**src/design/bcfg_pkg.sv**
```systemverilog
`timescale 1ns / 1ps

package bcfg_pkg;

  // field and state widths
  localparam int CUR_W     = 16;                  // current sample width
  localparam int FRAC_W    = 38;                  // fraction bits of the charge level
  localparam int CHG_W     = FRAC_W + 2;          // signed Q2.FRAC_W
  localparam int SUM_W     = CUR_W + 1;           // current + last current
  localparam int MAG_W     = SUM_W;               // magnitude of the sum
  localparam int CAP_W     = 16;
  localparam int INIT_W    = 17;
  localparam int TICK_DIV  = 7200;                // two times seconds per hour
  localparam int TICK_W    = 13;                  // bits of TICK_DIV
  localparam int DIV_W     = CAP_W + TICK_W;      // divisor width
  // quotient never exceeds CUR_W + FRAC_W - 12 bits, and must hold the step limit
  localparam int QUO_W     = (CUR_W + FRAC_W - 12 > FRAC_W + 3) ?
                             CUR_W + FRAC_W - 12 : FRAC_W + 3;
  localparam int DIV_STEPS = MAG_W + FRAC_W;      // one quotient bit per step
  localparam int CNT_W     = $clog2(DIV_STEPS);
  localparam int UPD_W     = CHG_W + 2;           // headroom for the update
  localparam int SOC_SHIFT = FRAC_W - 16;
  localparam int S_W       = CHG_W - SOC_SHIFT;   // signed Q2.16 charge
  localparam int ACC_W     = 32;                  // horner accumulator
  localparam int PROD_W    = ACC_W + S_W;
  localparam int PC_W      = 5;

  // output fields
  localparam int SOC_W = 17;
  localparam int VOC_W = 23;
  localparam int RES_W = 20;
  localparam int VOC_MAX  = 5000000;
  localparam int RES_MAX  = 1000000;
  localparam int SOC_FULL = 65536;
  localparam int SOC_PCT1 = 655;                  // floor of 0.01 in Q0.16

  // configuration registers and their default values
  localparam int CAP_RESET  = 3200;
  localparam int INIT_RESET = 65536;
  localparam logic REG_CAPACITY = 1'b0;
  localparam logic REG_INIT_SOC = 1'b1;

  localparam logic [QUO_W-1:0] DELTA_CAP = QUO_W'(1) << (FRAC_W + 2);
  localparam logic signed [UPD_W-1:0] UPD_ONE   = UPD_W'(1) << FRAC_W;
  localparam logic signed [UPD_W-1:0] UPD_FLOOR = -(UPD_W'(2) << FRAC_W);
  localparam logic [63:0] SOC_ONE_U  = 64'd1 << FRAC_W;
  localparam logic [63:0] DEPL_LIMIT = SOC_ONE_U / 100;

  // coefficient selectors
  localparam logic [2:0] C_VOC0 = 3'd0;
  localparam logic [2:0] C_VOC1 = 3'd1;
  localparam logic [2:0] C_VOC2 = 3'd2;
  localparam logic [2:0] C_VOC3 = 3'd3;
  localparam logic [2:0] C_RES0 = 3'd4;
  localparam logic [2:0] C_RES1 = 3'd5;
  localparam logic [2:0] C_RES2 = 3'd6;
  localparam logic [2:0] C_RES3 = 3'd7;

  typedef enum logic [2:0] {
    OP_SETUP  = 3'd0,
    OP_DIV    = 3'd1,
    OP_UPDATE = 3'd2,
    OP_SCALE  = 3'd3,
    OP_MUL    = 3'd4,
    OP_ADD    = 3'd5,
    OP_SAVEV  = 3'd6,
    OP_EMIT   = 3'd7
  } op_t;

  typedef enum logic {
    JC_NEXT = 1'b0,
    JC_LOOP = 1'b1
  } jc_t;

  typedef struct packed {
    op_t              op;
    logic [2:0]       csel;
    jc_t              jc;
    logic [PC_W-1:0]  target;
  } uword_t;

  localparam logic [PC_W-1:0] PC_DIV = PC_W'(1);

  // horner coefficients, microvolts and nano-ohms
  function automatic logic signed [ACC_W-1:0] coef(input logic [2:0] sel);
    logic signed [ACC_W-1:0] c;
    case (sel)
      C_VOC0:  c = ACC_W'(2622000);
      C_VOC1:  c = ACC_W'(3154000);
      C_VOC2:  c = -ACC_W'(4232000);
      C_VOC3:  c = ACC_W'(2419000);
      C_RES0:  c = ACC_W'(20540);
      C_RES1:  c = ACC_W'(337200);
      C_RES2:  c = -ACC_W'(642300);
      C_RES3:  c = ACC_W'(337100);
      default: c = '0;
    endcase
    return c;
  endfunction

  // control store
  function automatic uword_t ucode(input logic [PC_W-1:0] pc);
    uword_t w;
    w = '{op: OP_EMIT, csel: C_VOC0, jc: JC_NEXT, target: '0};
    case (pc)
      5'd0:    w = '{op: OP_SETUP,  csel: C_VOC0, jc: JC_NEXT, target: '0};
      5'd1:    w = '{op: OP_DIV,    csel: C_VOC0, jc: JC_LOOP, target: PC_DIV};
      5'd2:    w = '{op: OP_UPDATE, csel: C_VOC0, jc: JC_NEXT, target: '0};
      5'd3:    w = '{op: OP_SCALE,  csel: C_VOC3, jc: JC_NEXT, target: '0};
      5'd4:    w = '{op: OP_MUL,    csel: C_VOC0, jc: JC_NEXT, target: '0};
      5'd5:    w = '{op: OP_ADD,    csel: C_VOC2, jc: JC_NEXT, target: '0};
      5'd6:    w = '{op: OP_MUL,    csel: C_VOC0, jc: JC_NEXT, target: '0};
      5'd7:    w = '{op: OP_ADD,    csel: C_VOC1, jc: JC_NEXT, target: '0};
      5'd8:    w = '{op: OP_MUL,    csel: C_VOC0, jc: JC_NEXT, target: '0};
      5'd9:    w = '{op: OP_ADD,    csel: C_VOC0, jc: JC_NEXT, target: '0};
      5'd10:   w = '{op: OP_SAVEV,  csel: C_RES3, jc: JC_NEXT, target: '0};
      5'd11:   w = '{op: OP_MUL,    csel: C_VOC0, jc: JC_NEXT, target: '0};
      5'd12:   w = '{op: OP_ADD,    csel: C_RES2, jc: JC_NEXT, target: '0};
      5'd13:   w = '{op: OP_MUL,    csel: C_VOC0, jc: JC_NEXT, target: '0};
      5'd14:   w = '{op: OP_ADD,    csel: C_RES1, jc: JC_NEXT, target: '0};
      5'd15:   w = '{op: OP_MUL,    csel: C_VOC0, jc: JC_NEXT, target: '0};
      5'd16:   w = '{op: OP_ADD,    csel: C_RES0, jc: JC_NEXT, target: '0};
      5'd17:   w = '{op: OP_EMIT,   csel: C_VOC0, jc: JC_NEXT, target: '0};
      default: w = '{op: OP_EMIT,   csel: C_VOC0, jc: JC_NEXT, target: '0};
    endcase
    return w;
  endfunction

endpackage

```
**src/design/battery_coulomb_fuel_gauge.sv**
```systemverilog
`timescale 1ns / 1ps

// coulomb-counting fuel gauge, one input word per one-second tick
// input channel: in_valid / in_stall carry in_current_ma (signed mA, positive
//   discharges). a word is taken when in_valid is high and in_stall low.
// result channel: out_valid / out_stall carry one word per input word: state
//   of charge (Q1.16), open-circuit voltage (uV), series resistance (nOhm)
//   and a depleted flag for a charge at or below one percent
// configuration: apb-style port, capacity_mah at 0x0, initial_soc at 0x4;
//   writing initial_soc reloads the charge level at once. pready is always
//   high; only write while no word is in flight
// timing: one word in flight at a time; the sequencer runs setup, the divide
//   loop, the charge update, scaling, the voltage cubic, the resistance cubic
//   and emit. the trapezoid divide is a restoring divider giving one quotient
//   bit per cycle, and the two cubics share one multiplier
// input: a new word is taken once the previous result is in the output register
// stall: a finished result waits in the output register; the next word can
//   already be taken and worked on, and the sequencer holds at its last step
//   only when a second result is ready before the first has left
// reset: capacity 3200 mAh, full charge, last current zero, no result held
module battery_coulomb_fuel_gauge (
  input  logic                            clk,
  input  logic                            rst_n,
  // input channel
  input  logic                            in_valid,
  output logic                            in_stall,
  input  logic signed [bcfg_pkg::CUR_W-1:0] in_current_ma,
  // result channel
  output logic                            out_valid,
  input  logic                            out_stall,
  output logic [bcfg_pkg::SOC_W-1:0]      out_soc_out,
  output logic [bcfg_pkg::VOC_W-1:0]      out_open_voltage_uv,
  output logic [bcfg_pkg::RES_W-1:0]      out_series_res_nohm,
  output logic                            out_depleted,
  // configuration port
  input  logic                            psel,
  input  logic                            penable,
  input  logic                            pwrite,
  input  logic [2:0]                      paddr,
  input  logic [31:0]                     pwdata,
  output logic [31:0]                     prdata,
  output logic                            pready
);

  // configuration
  logic [bcfg_pkg::CAP_W-1:0]  cap_r;
  logic [bcfg_pkg::INIT_W-1:0] init_r;

  // sequencer
  logic                        busy_r, busy_nxt;
  logic [bcfg_pkg::PC_W-1:0]   pc_r, pc_nxt;
  bcfg_pkg::uword_t            uw;

  // datapath
  logic signed [bcfg_pkg::CUR_W-1:0]  cur_r, cur_nxt;
  logic signed [bcfg_pkg::CUR_W-1:0]  last_r, last_nxt;
  logic                               neg_r, neg_nxt;
  logic [bcfg_pkg::MAG_W-1:0]         mag_r, mag_nxt;
  logic [bcfg_pkg::DIV_W-1:0]         div_r, div_nxt;
  logic [bcfg_pkg::DIV_W-1:0]         rem_r, rem_nxt;
  logic [bcfg_pkg::QUO_W-1:0]         quo_r, quo_nxt;
  logic [bcfg_pkg::CNT_W-1:0]         cnt_r, cnt_nxt;
  logic signed [bcfg_pkg::CHG_W-1:0]  chg_r, chg_nxt;
  logic signed [bcfg_pkg::S_W-1:0]    s_r, s_nxt;
  logic signed [bcfg_pkg::ACC_W-1:0]  acc_r, acc_nxt;
  logic signed [bcfg_pkg::PROD_W-1:0] prod_r, prod_nxt;
  logic [bcfg_pkg::VOC_W-1:0]         voc_r, voc_nxt;

  // output register
  logic                               ovld_r, ovld_nxt;
  logic [bcfg_pkg::SOC_W-1:0]         osoc_r, osoc_nxt;
  logic [bcfg_pkg::VOC_W-1:0]         ovoc_r, ovoc_nxt;
  logic [bcfg_pkg::RES_W-1:0]         ores_r, ores_nxt;
  logic                               odepl_r, odepl_nxt;

  // helpers
  logic                               cfg_wr;
  logic                               in_acc;
  logic                               emit_go;
  logic [bcfg_pkg::CAP_W-1:0]         cap_eff;
  logic signed [bcfg_pkg::SUM_W-1:0]  sum;
  logic [bcfg_pkg::DIV_W:0]           rem_sh;
  logic                               q_bit;
  logic [bcfg_pkg::QUO_W-1:0]         q_sat;
  logic signed [bcfg_pkg::UPD_W-1:0]  upd;
  logic signed [bcfg_pkg::PROD_W-1:0] prod_rnd;
  logic signed [bcfg_pkg::ACC_W-1:0]  horner;
  logic [bcfg_pkg::INIT_W-1:0]        init_clip;
  logic [bcfg_pkg::INIT_W-1:0]        wr_init;
  logic [bcfg_pkg::INIT_W-1:0]        load_val;

  assign cfg_wr  = psel && penable && pwrite && pready;
  assign pready  = 1'b1;
  assign prdata  = (paddr[2] == bcfg_pkg::REG_INIT_SOC) ?
                   32'(init_r) : 32'(cap_r);

  assign in_stall = busy_r;
  assign in_acc   = in_valid && !in_stall;
  assign uw       = bcfg_pkg::ucode(pc_r);
  assign emit_go  = busy_r && (uw.op == bcfg_pkg::OP_EMIT) && (!ovld_r || !out_stall);

  assign out_valid           = ovld_r;
  assign out_soc_out         = osoc_r;
  assign out_open_voltage_uv = ovoc_r;
  assign out_series_res_nohm = ores_r;
  assign out_depleted        = odepl_r;

  // zero capacity behaves as one mAh
  assign cap_eff = (cap_r == '0) ? bcfg_pkg::CAP_W'(1) : cap_r;
  assign sum     = bcfg_pkg::SUM_W'(cur_r) + bcfg_pkg::SUM_W'(last_r);

  // restoring divide, one bit per cycle
  assign rem_sh = {rem_r, mag_r[bcfg_pkg::MAG_W-1]};
  assign q_bit  = rem_sh >= {1'b0, div_r};

  assign q_sat = (quo_r > bcfg_pkg::DELTA_CAP) ? bcfg_pkg::DELTA_CAP : quo_r;
  assign upd   = neg_r ? bcfg_pkg::UPD_W'(chg_r) + bcfg_pkg::UPD_W'(q_sat)
                       : bcfg_pkg::UPD_W'(chg_r) - bcfg_pkg::UPD_W'(q_sat);

  // round to nearest 1/65536, ties up, then floor shift
  assign prod_rnd = prod_r + bcfg_pkg::PROD_W'(32768);
  assign horner   = bcfg_pkg::coef(uw.csel) + bcfg_pkg::ACC_W'(prod_rnd >>> 16);

  // initial charge, saturated at full
  assign wr_init   = pwdata[bcfg_pkg::INIT_W-1:0];
  assign load_val  = (wr_init > bcfg_pkg::INIT_W'(bcfg_pkg::SOC_FULL)) ?
                     bcfg_pkg::INIT_W'(bcfg_pkg::SOC_FULL) : wr_init;
  assign init_clip = load_val;

  always_comb begin
    busy_nxt = busy_r;
    pc_nxt   = pc_r;
    cur_nxt  = cur_r;
    last_nxt = last_r;
    neg_nxt  = neg_r;
    mag_nxt  = mag_r;
    div_nxt  = div_r;
    rem_nxt  = rem_r;
    quo_nxt  = quo_r;
    cnt_nxt  = cnt_r;
    chg_nxt  = chg_r;
    s_nxt    = s_r;
    acc_nxt  = acc_r;
    prod_nxt = prod_r;
    voc_nxt  = voc_r;
    ovld_nxt  = ovld_r && out_stall;
    osoc_nxt  = osoc_r;
    ovoc_nxt  = ovoc_r;
    ores_nxt  = ores_r;
    odepl_nxt = odepl_r;

    if (in_acc) begin
      cur_nxt  = in_current_ma;
      busy_nxt = 1'b1;
      pc_nxt   = '0;
    end

    if (busy_r) begin
      pc_nxt = pc_r + bcfg_pkg::PC_W'(1);
      case (uw.op)
        bcfg_pkg::OP_SETUP: begin
          last_nxt = cur_r;
          neg_nxt  = sum[bcfg_pkg::SUM_W-1];
          mag_nxt  = sum[bcfg_pkg::SUM_W-1] ? bcfg_pkg::MAG_W'(-sum) : bcfg_pkg::MAG_W'(sum);
          div_nxt  = bcfg_pkg::DIV_W'(cap_eff) * bcfg_pkg::DIV_W'(bcfg_pkg::TICK_DIV);
          rem_nxt  = '0;
          quo_nxt  = '0;
          cnt_nxt  = bcfg_pkg::CNT_W'(bcfg_pkg::DIV_STEPS - 1);
        end
        bcfg_pkg::OP_DIV: begin
          rem_nxt = q_bit ? bcfg_pkg::DIV_W'(rem_sh - {1'b0, div_r})
                          : rem_sh[bcfg_pkg::DIV_W-1:0];
          quo_nxt = {quo_r[bcfg_pkg::QUO_W-2:0], q_bit};
          mag_nxt = {mag_r[bcfg_pkg::MAG_W-2:0], 1'b0};
          cnt_nxt = cnt_r - bcfg_pkg::CNT_W'(1);
        end
        bcfg_pkg::OP_UPDATE: begin
          if (upd < bcfg_pkg::UPD_FLOOR) begin
            chg_nxt = bcfg_pkg::CHG_W'(bcfg_pkg::UPD_FLOOR);
          end else if (upd > bcfg_pkg::UPD_ONE) begin
            chg_nxt = bcfg_pkg::CHG_W'(bcfg_pkg::UPD_ONE);
          end else begin
            chg_nxt = bcfg_pkg::CHG_W'(upd);
          end
        end
        bcfg_pkg::OP_SCALE: begin
          s_nxt   = chg_r[bcfg_pkg::CHG_W-1:bcfg_pkg::SOC_SHIFT];
          acc_nxt = bcfg_pkg::coef(uw.csel);
        end
        bcfg_pkg::OP_MUL: begin
          prod_nxt = bcfg_pkg::PROD_W'(acc_r) * bcfg_pkg::PROD_W'(s_r);
        end
        bcfg_pkg::OP_ADD: begin
          acc_nxt = horner;
        end
        bcfg_pkg::OP_SAVEV: begin
          if (acc_r < 0) begin
            voc_nxt = '0;
          end else if (acc_r > bcfg_pkg::ACC_W'(bcfg_pkg::VOC_MAX)) begin
            voc_nxt = bcfg_pkg::VOC_W'(bcfg_pkg::VOC_MAX);
          end else begin
            voc_nxt = acc_r[bcfg_pkg::VOC_W-1:0];
          end
          acc_nxt = bcfg_pkg::coef(uw.csel);
        end
        bcfg_pkg::OP_EMIT: begin
          if (emit_go) begin
            busy_nxt = 1'b0;
            pc_nxt   = '0;
            ovld_nxt = 1'b1;
            osoc_nxt = s_r[bcfg_pkg::S_W-1] ? '0 : s_r[bcfg_pkg::SOC_W-1:0];
            ovoc_nxt = voc_r;
            if (acc_r < 0) begin
              ores_nxt = '0;
            end else if (acc_r > bcfg_pkg::ACC_W'(bcfg_pkg::RES_MAX)) begin
              ores_nxt = bcfg_pkg::RES_W'(bcfg_pkg::RES_MAX);
            end else begin
              ores_nxt = acc_r[bcfg_pkg::RES_W-1:0];
            end
            odepl_nxt = $signed({chg_r[bcfg_pkg::CHG_W-1], chg_r}) <=
                        $signed({1'b0, bcfg_pkg::DEPL_LIMIT[bcfg_pkg::CHG_W-1:0]});
          end else begin
            pc_nxt = pc_r;
          end
        end
        default: begin
          pc_nxt = pc_r;
        end
      endcase
      // loop back while quotient bits remain
      if (uw.jc == bcfg_pkg::JC_LOOP && cnt_r != '0) begin
        pc_nxt = uw.target;
      end
    end

    // a write to initial_soc reloads the charge level
    if (cfg_wr && paddr[2] == bcfg_pkg::REG_INIT_SOC) begin
      chg_nxt = bcfg_pkg::CHG_W'(init_clip) << bcfg_pkg::SOC_SHIFT;
    end
  end

  always_ff @(posedge clk) begin
    if (!rst_n) begin
      cap_r   <= bcfg_pkg::CAP_W'(bcfg_pkg::CAP_RESET);
      init_r  <= bcfg_pkg::INIT_W'(bcfg_pkg::INIT_RESET);
      chg_r   <= bcfg_pkg::CHG_W'(bcfg_pkg::INIT_RESET) << bcfg_pkg::SOC_SHIFT;
      last_r  <= '0;
      busy_r  <= 1'b0;
      pc_r    <= '0;
      ovld_r  <= 1'b0;
    end else begin
      if (cfg_wr && paddr[2] == bcfg_pkg::REG_CAPACITY) begin
        cap_r <= pwdata[bcfg_pkg::CAP_W-1:0];
      end
      if (cfg_wr && paddr[2] == bcfg_pkg::REG_INIT_SOC) begin
        init_r <= wr_init;
      end
      chg_r   <= chg_nxt;
      last_r  <= last_nxt;
      busy_r  <= busy_nxt;
      pc_r    <= pc_nxt;
      ovld_r  <= ovld_nxt;
    end
  end

  // payload registers, no reset
  always_ff @(posedge clk) begin
    cur_r   <= cur_nxt;
    neg_r   <= neg_nxt;
    mag_r   <= mag_nxt;
    div_r   <= div_nxt;
    rem_r   <= rem_nxt;
    quo_r   <= quo_nxt;
    cnt_r   <= cnt_nxt;
    s_r     <= s_nxt;
    acc_r   <= acc_nxt;
    prod_r  <= prod_nxt;
    voc_r   <= voc_nxt;
    osoc_r  <= osoc_nxt;
    ovoc_r  <= ovoc_nxt;
    ores_r  <= ores_nxt;
    odepl_r <= odepl_nxt;
  end

endmodule

```
**config.mk**
```make
export PLATFORM = sky130hd
export DESIGN_NAME = battery_coulomb_fuel_gauge
export DESIGN_NICKNAME = d
export VERILOG_FILES = /design/src/design/bcfg_pkg.sv /design/src/design/battery_coulomb_fuel_gauge.sv
export SDC_FILE = /design/constraint.sdc
export NUM_CORES = 2
export LEC_CHECK = 0
export BUFFER_PORTS_ARGS = -buffer_cell sky130_fd_sc_hd__clkbuf_2
export CORE_ASPECT_RATIO = 1.4
export CORE_UTILIZATION = 40
export DETAILED_ROUTE_END_ITERATION = 16
export GPL_TIMING_DRIVEN = 0
export SYNTH_ARGS = -nofsm -noshare
export SYNTH_HDL_FRONTEND = slang
export SYNTH_SLANG_ARGS = --single-unit
```
**constraint.sdc**
```tcl
create_clock -name clk -period 8.6 [get_ports clk]
set_clock_uncertainty 0.2 [all_clocks]
set_input_delay 1.72 -clock clk [delete_from_list [all_inputs] [get_ports clk]]
set_output_delay 1.72 -clock clk [all_outputs]
set_load 0.01 [all_outputs]
```
==> results list <==
- The first global-routing pass estimated 215,000 um of wire.
- The clock passes through at most 3 buffers.
* Tightest slew margin relative to the limit: 21.9%
- Ports: 154
- In the routed design, unresolved DRC markers number 0.
* Total count of hold-check failures in the final report: 0
- After detailed routing, the average wire length per cell comes to 21.5 um.
* Setup repair after global routing missed its margin: no
* Fin crit share: 95.7%
- Critical Path RT: 8970 ps
- Most used flip-flop cell after synthesis: sky130_fd_sc_hd__edfxtp_1
- Inserted Clock Buffers: 47
- Once placement completed, the tool counted placed cells totaling 6,404.
- Pin count of the biggest net entering global routing: 35
* Startpoint type of the worst setup path: flop
- CTS built an H-tree with a depth of 2.
* Endpoint class of the critical path: flop
- Critical path class: flop to flop
* Met3 track demand over resource in global routing: 2.81%
* Setup slack after layout: 367 ps
* CTS clk-pin slew, worst paths: 60 ps
- Leading post-synthesis cells by cell area: sky130_fd_sc_hd__fa_1 (25%), sky130_fd_sc_hd__edfxtp_1 (20%), sky130_fd_sc_hd__ha_1 (8.4%)
* Vias in the first global route: 36,000
- Total power consumption of the routed design: 5120 uW
- Number of instances in the synthesized netlist: 4,794
- The pre-antenna-repair detailed-routing pass consisted of 5 iterations.
- Vias after detailed routing: 34,700
* Final non-filler cell total: 6,502
- Counting every sink on the clock net gives 405.
* Sequential area share after synthesis: 25.1%
* Shortest clock period the worst path allows after layout: 8230 ps
- Routed vias/inst: 5.33
* Clock latency of the later-clocked register in the worst-skew pair: 640 ps
* Violation count after the first detailed-route iteration: 2,139
* Number of unique standard cell types used by synthesis: 95
* Number of antenna violations at the first check in global routing: 5
- The tightest hold path in the finished design has a slack of 217 ps.
- After the last flow step, the layout net total stands at 5,919.
- Longest individual stage delay on the worst path: 590 ps
- At the worst endpoint, the arrival time is 8610 ps.
- Pwr dens: 105 nW/um2
* GRT Util Overall: 25.2%
* Per-instance average area after synthesis: 9.25 um2
- The synthesized design contains 405 register bits.
* Filler Cell Count: 10,900
* Cell area after synthesis: 44,400 um2
- Status: completed
- GRT Residual Overflow: 0
* Number of core rows: 144
* Cell at the root of the clock tree: sky130_fd_sc_hd__clkbuf_16
- The floorplan step set the die width to 283 um.
- Count of flip-flops with a built-in enable after synthesis: 302
- After floorplanning, the core was sized to cover 110,000 um2.
* Slowest cell on the critical path: sky130_fd_sc_hd__or4_1
- TritonCTS built the clock tree.
* Worst slew pin tran: 1170 ps
- In this run the worst hold path is classified as flop to flop.
- Initial core utilization: 40.4%
- In this run the most used layer during global routing was met2.
* Slew Limit Fails: 0
- Reported leakage power: 0.0220 uW
- Before CTS, the worst setup slack after placement is -857 ps.
* Post-detailed-placement cell area: 47,100 um2
- Maximum vdd ir drop: 0.000158 V
* Most instantiated library cell after synthesis: sky130_fd_sc_hd__inv_1
- The floorplan step defined a die boundary enclosing 112,000 um2.
- Final instance area: 48,900 um2
- Detailed-route wire length: 140,000 um
- At the end of routability-driven placement, the weighted congestion stood at 0.967.
- The commonest cells after synthesis are sky130_fd_sc_hd__inv_1 (724), sky130_fd_sc_hd__nand2_1 (692), sky130_fd_sc_hd__fa_1 (564).
- Area leader, netlist: sky130_fd_sc_hd__fa_1
- Synth warn: 0
- Compared with the post-synthesis result, the final layout area differs by 10.3%.
- Proportion of netlist area held by the largest area contributor: 25.5%
- Final ANT Viol Nets: 0
- Of all flip-flops after synthesis, the portion carrying an async set or reset was 0%.
- Biggest fanout along the worst timing path: 10
- Max Freq: 121 MHz
- Hpwl dp: 115,000 um
* Count of buffers from port buffering: 119
- Met1 Resource Use GR: 27.7%
- Met2 Usage GRT: 45.6%
- Setup violations remaining at the end of the flow were counted as 0.
- The floorplan step set the die height to 396 um.
* Ratio of cells with drive above 1 in the final layout: 7.62%
* Count of max-cap constraint violations: 0
==> through the flow <==
stage	TNS [ps]	util, %
2_1_floorplan	0	-
3_3_place_gp	-307840	42.6
3_5_place_dp	-17670	42.8
4_1_cts	0	44.4
5_1_grt	0	44.5
6_report	0	44.5
==> cell families after synthesis <==
family	count (synthesis)	synth area share (%)
buffers and inverters	962	8.35
AND/OR/NAND/NOR	1590	17.0
multiplexers	29	0.674
other	2	0.0169
flip-flops	405	25.1
adder cells (fa/ha/maj)	862	33.9
XOR/XNOR	211	4.17
AO/OA/AOI/OAI	733	10.8
==> report_power, final <==
group          internal (uW)  switching [uW]  total, uW
logic                    317             515        832
clock network           1130             936       2060
registers               2170            50.5       2220
total                   3610            1500       5120
==> path summary, 6_finish.rpt <==
| check | slack, ps | cells after the start | start | endpoint |
|---|---|---|---|---|
| max reg2reg | 370 | 28 | quo_r[33] | chg_r[15] |
| min reg2reg | 220 | 0 | voc_r[22] | out_open_voltage_uv[22] |
| max | 370 | 28 | quo_r[33] | chg_r[15] |
| min | 220 | 0 | voc_r[22] | out_open_voltage_uv[22] |
==> sequential cells by signal, indices dropped and copies added, names as in the netlist, 20 cells and up <==
name                 cells
out_open_voltage_uv     23
chg_r                   40
acc_r                   32
out_series_res_nohm     20
prod_r                  33
rem_r                   29
voc_r                   23
div_r                   24
quo_r                   42
==> layer usage <==
layer	wire, um	vias to the layer above
met5	0	-
met4	11200	0
met3	6360	393
met2	71200	1027
met1	50800	17200
li1	-	16000
==> cells in the final DEF, fill, tap and decap left out, drive strengths merged, types with 180 or more instances in the layout <==
| cell | instances |
|---|---|
| inv | 737 |
| nand2 | 692 |
| fa | 564 |
| clkbuf | 373 |
| edfxtp | 302 |
| ha | 298 |
| nor2 | 244 |
| and2 | 206 |
| a21oi | 204 |
| o21ai | 180 |
==> final cells by class <==
cell class                 count  area [um2]  share of cell area [%]
tap                         1460        1830                    3.73
clock inverter                28         300                   0.614
clock buffer                  60        1260                    2.57
antenna                        4        10.0                  0.0205
inverter                     726        2730                    5.57
buffer                       229        1000                    2.05
timing repair buffer         149         907                    1.85
multi-input combinational   3441       29700                    60.8
sequential                   405       11100                    22.8
==> repair_timing <==
action / CTS / global route
pin swaps: 1 / 4
buffers inserted: 5 / 8
hold buffers: 0 / 0
gates resized for setup: 35 / 50
setup endpoints to repair: 45 / 41
==> critical path: cells and delay by family, from the launching register on <==
family                     cells  cell delay, ps
AOI/OAI and AO/OA             11            3110
and+or+nand+nor               11            2790
buffers and inverters          4             890
adders and majority gates      2             660
DFF                            1             470
(Power assumes the default switching activity.)
